## src/fsa_pkg.sv

```systemverilog
`timescale 1ns / 1ps
// ----------------------------------------------------------------------------
// fsa_pkg
// Shared types, widths and defaults of the feature statistics accumulator.
// ----------------------------------------------------------------------------
package fsa_pkg;

    localparam int DEF_NUM_CLASSES  = 64;
    localparam int DEF_NUM_FEATURES = 256;
    localparam int DEF_MAX_COUNT    = 1023;
    localparam int DEF_FRAC_BITS    = 16;

    localparam int VAL_W     = 17;
    localparam int CLAMP_W   = 25;
    localparam int CNT_OUT_W = 10;
    localparam int N_W       = 16;
    localparam int SUM_W     = 26;
    localparam int SQ_W      = 42;
    localparam int SQ_HALF_W = 21;
    localparam int DIV_W     = 58;
    localparam int DVS_W     = 32;
    localparam int ROOT_W    = 29;
    localparam int IT_W      = 6;
    localparam int MIN_COUNT = 2;

    typedef enum logic [1:0] {
        ACT_ADD  = 2'd0,
        ACT_EOR  = 2'd1,
        ACT_READ = 2'd2
    } action_t;

    typedef enum logic [3:0] {
        OP_NONE,
        OP_CLEAR,
        OP_CAPTURE,
        OP_ADD_WR,
        OP_CNT_WR,
        OP_MEAN_INIT,
        OP_DIV_STEP,
        OP_MUL_LO,
        OP_MUL_HI,
        OP_DIFF,
        OP_SQRT_INIT,
        OP_SQRT_STEP,
        OP_RESULT
    } op_t;

    typedef struct packed {
        op_t op;
    } dp_cmd_t;

    typedef struct packed {
        logic    clear_last;
        logic    iter_last;
        logic    cls_ok;
        logic    idx_ok;
        logic    cnt_ge2;
        logic    var_pos;
        logic    out_free;
        action_t act;
    } dp_stat_t;

    typedef struct packed {
        logic [SUM_W-1:0] sum;
        logic [SQ_W-1:0]  sq;
        logic [VAL_W-1:0] mn;
        logic [VAL_W-1:0] mx;
    } entry_t;

    function automatic logic [VAL_W-1:0] sat17(input logic [ROOT_W-1:0] v);
        logic [ROOT_W-1:0] lim;
        lim = ROOT_W'({VAL_W{1'b1}});
        return (v > lim) ? {VAL_W{1'b1}} : v[VAL_W-1:0];
    endfunction

endpackage

```

## src/fsa_ctrl.sv

```systemverilog
`timescale 1ns / 1ps
// ----------------------------------------------------------------------------
// fsa_ctrl
// Sequencer: clear sweep, item dispatch, mean/variance/root steps, result.
// ----------------------------------------------------------------------------
module fsa_ctrl (
    input  logic              clk,
    input  logic              rst_n,
    input  logic              in_valid,
    output logic              in_ready,
    output fsa_pkg::dp_cmd_t  cmd,
    input  fsa_pkg::dp_stat_t stat
);
    import fsa_pkg::*;

    typedef enum logic [10:0] {
        S_CLEAR     = 11'b00000000001,
        S_IDLE      = 11'b00000000010,
        S_DISPATCH  = 11'b00000000100,
        S_MEAN_DIV  = 11'b00000001000,
        S_MUL_LO    = 11'b00000010000,
        S_MUL_HI    = 11'b00000100000,
        S_DIFF      = 11'b00001000000,
        S_VAR_DIV   = 11'b00010000000,
        S_SQRT_INIT = 11'b00100000000,
        S_SQRT      = 11'b01000000000,
        S_RESULT    = 11'b10000000000
    } state_t;

    state_t state_reg, state_next;

    assign in_ready = state_reg == S_IDLE;

    always_comb
    begin
        state_next = state_reg;
        cmd.op     = OP_NONE;
        case (state_reg)
            S_CLEAR:
            begin
                cmd.op = OP_CLEAR;
                if (stat.clear_last)
                    state_next = S_IDLE;
            end
            S_IDLE:
            begin
                if (in_valid)
                begin
                    cmd.op     = OP_CAPTURE;
                    state_next = S_DISPATCH;
                end
            end
            S_DISPATCH:
            begin
                state_next = S_IDLE;
                case (stat.act)
                    ACT_ADD:
                        if (stat.idx_ok)
                            cmd.op = OP_ADD_WR;
                    ACT_EOR:
                        if (stat.cls_ok)
                            cmd.op = OP_CNT_WR;
                    ACT_READ:
                    begin
                        if (stat.idx_ok && stat.cnt_ge2)
                        begin
                            cmd.op     = OP_MEAN_INIT;
                            state_next = S_MEAN_DIV;
                        end
                        else
                            state_next = S_RESULT;
                    end
                    default: state_next = S_IDLE;
                endcase
            end
            S_MEAN_DIV:
            begin
                cmd.op = OP_DIV_STEP;
                if (stat.iter_last)
                    state_next = S_MUL_LO;
            end
            S_MUL_LO:
            begin
                cmd.op     = OP_MUL_LO;
                state_next = S_MUL_HI;
            end
            S_MUL_HI:
            begin
                cmd.op     = OP_MUL_HI;
                state_next = S_DIFF;
            end
            S_DIFF:
            begin
                cmd.op     = OP_DIFF;
                state_next = S_VAR_DIV;
            end
            S_VAR_DIV:
            begin
                if (!stat.var_pos)
                    state_next = S_RESULT;
                else
                begin
                    cmd.op = OP_DIV_STEP;
                    if (stat.iter_last)
                        state_next = S_SQRT_INIT;
                end
            end
            S_SQRT_INIT:
            begin
                cmd.op     = OP_SQRT_INIT;
                state_next = S_SQRT;
            end
            S_SQRT:
            begin
                cmd.op = OP_SQRT_STEP;
                if (stat.iter_last)
                    state_next = S_RESULT;
            end
            S_RESULT:
            begin
                if (stat.out_free)
                begin
                    cmd.op     = OP_RESULT;
                    state_next = S_IDLE;
                end
            end
            default: state_next = S_CLEAR;
        endcase
    end

    always_ff @(posedge clk or negedge rst_n)
    begin
        if (!rst_n)
            state_reg <= S_CLEAR;
        else
            state_reg <= state_next;
    end

endmodule

```

## config.mk

```make
export PLATFORM = sky130hd
export DESIGN_NAME = fsa_ctrl
export DESIGN_NICKNAME = d
export VERILOG_FILES = /design/src/fsa_pkg.sv /design/src/fsa_ctrl.sv
export SDC_FILE = /design/constraint.sdc
export NUM_CORES = 1
export LEC_CHECK = 0
export BUFFER_PORTS_ARGS = -buffer_cell sky130_fd_sc_hd__buf_4
export CAP_MARGIN = 20
export CORE_MARGIN = 2
export CORE_UTILIZATION = 50
export DETAILED_ROUTE_END_ITERATION = 10
export HOLD_SLACK_MARGIN = 0.03
export PLACE_DENSITY = 0.72
export SYNTH_ARGS = -nofsm -noshare
export SYNTH_HDL_FRONTEND = slang
export SYNTH_SLANG_ARGS = --single-unit
```

## constraint.sdc

```tcl
create_clock -name clk -period 5.5 [get_ports clk]
set_input_delay 0 -clock clk [delete_from_list [all_inputs] [get_ports clk]]
set_output_delay 0 -clock clk [all_outputs]
set_load 0.02 [all_outputs]
```

==> metrics.md <==
| Metric | Value |
|---|---|
| Status | complete, no violations |
| Worst-path clk slew | 0.06 ns |
| Period utilisation layout | between 40% and 50% |
| Least-Margin Pin Slew | 0.818 ns |
| Fin. max-slew vios | 0 |
| Fraction of registers with async set/reset | 100% |
| Synth Net Count | about 110 |
| Most frequent cells in the layout | buf_4, dfrtp_1, nor2_1 |
| Routed vias | 906 |
| Final core occ | between 60% and 70% |
| Start point of the worst hold path | stat[7] |
| Setup Viol. Count Final | 0 |
| Die width | 44.9 um |
| Required @ worst endpoint | 5.50 ns |
| Critical Path Start Type | flip-flop |
| Diode count | 0 |
| Number of antenna violations at the first check in global routing | 0 |
| Clock buffer count from CTS | 3 |
| Sequential-to-total area share from yosys stat | 33.0% |
| Worst setup path class | flip-flop to primary output |
| Critical Path Source | state_reg[9]$_DFFE_PN0P_ |
| Clk root buf | clkbuf_4 |
| IO Pins | 17 |
| CTS tree | done |
| Maximum clock frequency | 417 MHz |
| Global-route wire length before repair | 3.57 mm |
| Final setup TNS | 0 ns |
| Post-Synthesis Cells | 102 |
| Cell variety after synth | 40 |
| Min-delay worst type | primary input to flip-flop |
| Average wire per standard cell | ~15 um |
| Commonest non-fill, non-tap cell in the layout | buf_4 |
| Rel. slew slack | 45.0% |
| Core Region | 1540 um2 |
| Area Growth Syn to Fin | 22.8% |
| Detailed-route DRC error count | 0 |
| DIE HEIGHT | 44.9 um |
| Final RePlAce weighted congestion | 0.870 |
| Die area | ~2000 um2 |
| Worst flop-to-flop path startpoint | state_reg[10]$_DFFE_PN0P_ |
| Post-layout net count | 136 |
| Remaining antenna violation count | 0 |
| Worst setup EP type | primary output |
| Initial core utilization | 54.4% |
| Row Count | 14 |
| Drt via density | 6.52 |
| Number of global-route vias before repair | 802 |
| Drt pass-1 iters | 5 |
| Worst-Skew Late Latency | 0.27 ns |
| Post-route cell area | 1030 um2 |
| Pin count of the biggest net entering global routing | 13 |
| Sink Count | 11 |
| P per Cell Area | around 310 nW/um2 |
| Arr. time, crit path | 2.40 ns |
| Fin. Hold Viols | 0 |
| Clk_skew | about 0.012 ns |
| Synth warn | 0 |
| Max reg flops | 11 |
| Fraction of layout cells with a size suffix above 1 | between 20% and 30% |
| Seq cells post-synth | 11 |
| CP max FO | 8 |
| Most used DFF post-synth | dfrtp_1 |
| Total congestion overflow | 0 |
| P_leak | approximately 0.00049 uW |
| Number of enable flip-flop cells after synthesis | 0 |
| MaxCap Viol Count | 0 |
| Maximum clock insertion buffer count | 2 |
| Overall routing resource usage | 24.9% |
| Tmin final | between 2 and 2.5 ns |
| Post-synthesis instance area | between 800 and 900 um2 |
| Max VDD drop | slightly below 200 uV |
| WL final | 2.11 mm |
| Deepest level of the CTS H-tree | 1 |
| RSZ-0062 raised after global routing | false |
| Port Buf Inserts | 16 |
| Cts repair resizes | 0 |
| Syn Area/Cell | between 8 and 9 um2 |
| Post-DP Area | 963 um2 |
| Post-DP HPWL | between 1.5 and 2 mm |
| Iter 0 DRT Violations | 51 |
==> area by class of cell <==
cell class              instances  area (um2)
clock buffers                   4        26.3
fillers                       124         512
inverters                       7        26.3
multi-input cells              81         520
flip-flops and latches         11         277
well taps                      16        20.0
repair buffers                 20         160
==> synth_stat cells, types with 3 or more instances <==
master / instances / area (um2)
nor3_1: 5 / 25.0
nand2_1: 6 / 22.5
nor2b_1: 5 / 31.3
nor2_1: 9 / 33.8
dfrtp_1: 10 / 250
nor4b_1: 3 / 26.3
o21ai_0: 4 / 20.0
nand3b_1: 5 / 37.5
nand3_1: 5 / 25.0
nor4_1: 3 / 18.8
nand4_1: 4 / 25.0
inv_1: 7 / 26.3
==> worst paths after layout <==
kind,to,slack [ns],cells past startpoint
max reg2reg,state_reg[10]$_DFFE_PN0P_,3.29,5
min in group asynchronous,state_reg[1]$_DFFE_PN0P_,0.09,2
min,state_reg[3]$_DFFE_PN0P_,0.07,3
min reg2reg,state_reg[6]$_DFFE_PN0P_,0.61,2
max,cmd[0],3.10,5
max in group asynchronous,state_reg[0]$_DFFE_PN1P_,5.18,2
==> kinds of logic after synthesis <==
kind of cell / share of synthesized area (%)
buffers and inverters: 4.93
XOR/XNOR: 2.09
AO/OA/AOI/OAI: 17.6
multiplexers: 1.79
AND/OR/NAND/NOR: 40.6
flip-flops: 33.0
==> report_power, final <==
group	internal (uW)	switching, uW	leakage [uW]
registers	93.3	23.9	0.000149
logic	65.6	77.3	0.000325
clock network	28.0	27.4	0.0000150
==> per-stage QoR <==
stage | worst slack (ns) | hold slack, ns | std cells | total power, uW
after floorplan | 3.48 | -0.296 | 102 | 216
after detailed placement | 3.34 | -0.158 | 131 | 257
after CTS | 3.14 | 0.0491 | 139 | 317
after global routing | 2.98 | 0.0350 | 139 | 341
after global placement | 3.31 | -0.159 | 131 | 258
final | 3.10 | 0.0690 | 139 | 315
==> metal layers <==
metal  track usage, %  vias up  share of wire [%]
li1                 -      428                  -
met1             34.6      413                 43
met2             37.4       63                 45
met3             6.40        2                 11
met4             8.82        0               0.62
met5                0        -                  0
==> repair_timing <==
action | in CTS | in global routing
setup buffers | 0 | 0
hold buffers | 4 | 0
hold endpoints to repair | 15 | 0
==> worst max-delay path, stage by stage, from the launching register on <==
cell and delay, ns:
dfrtp_1 0.46, or4_4 0.52, nor4_1 0.70, nand3b_1 0.15
o2111ai_1 0.14, buf_4 0.17
(Power assumes the default switching activity.)
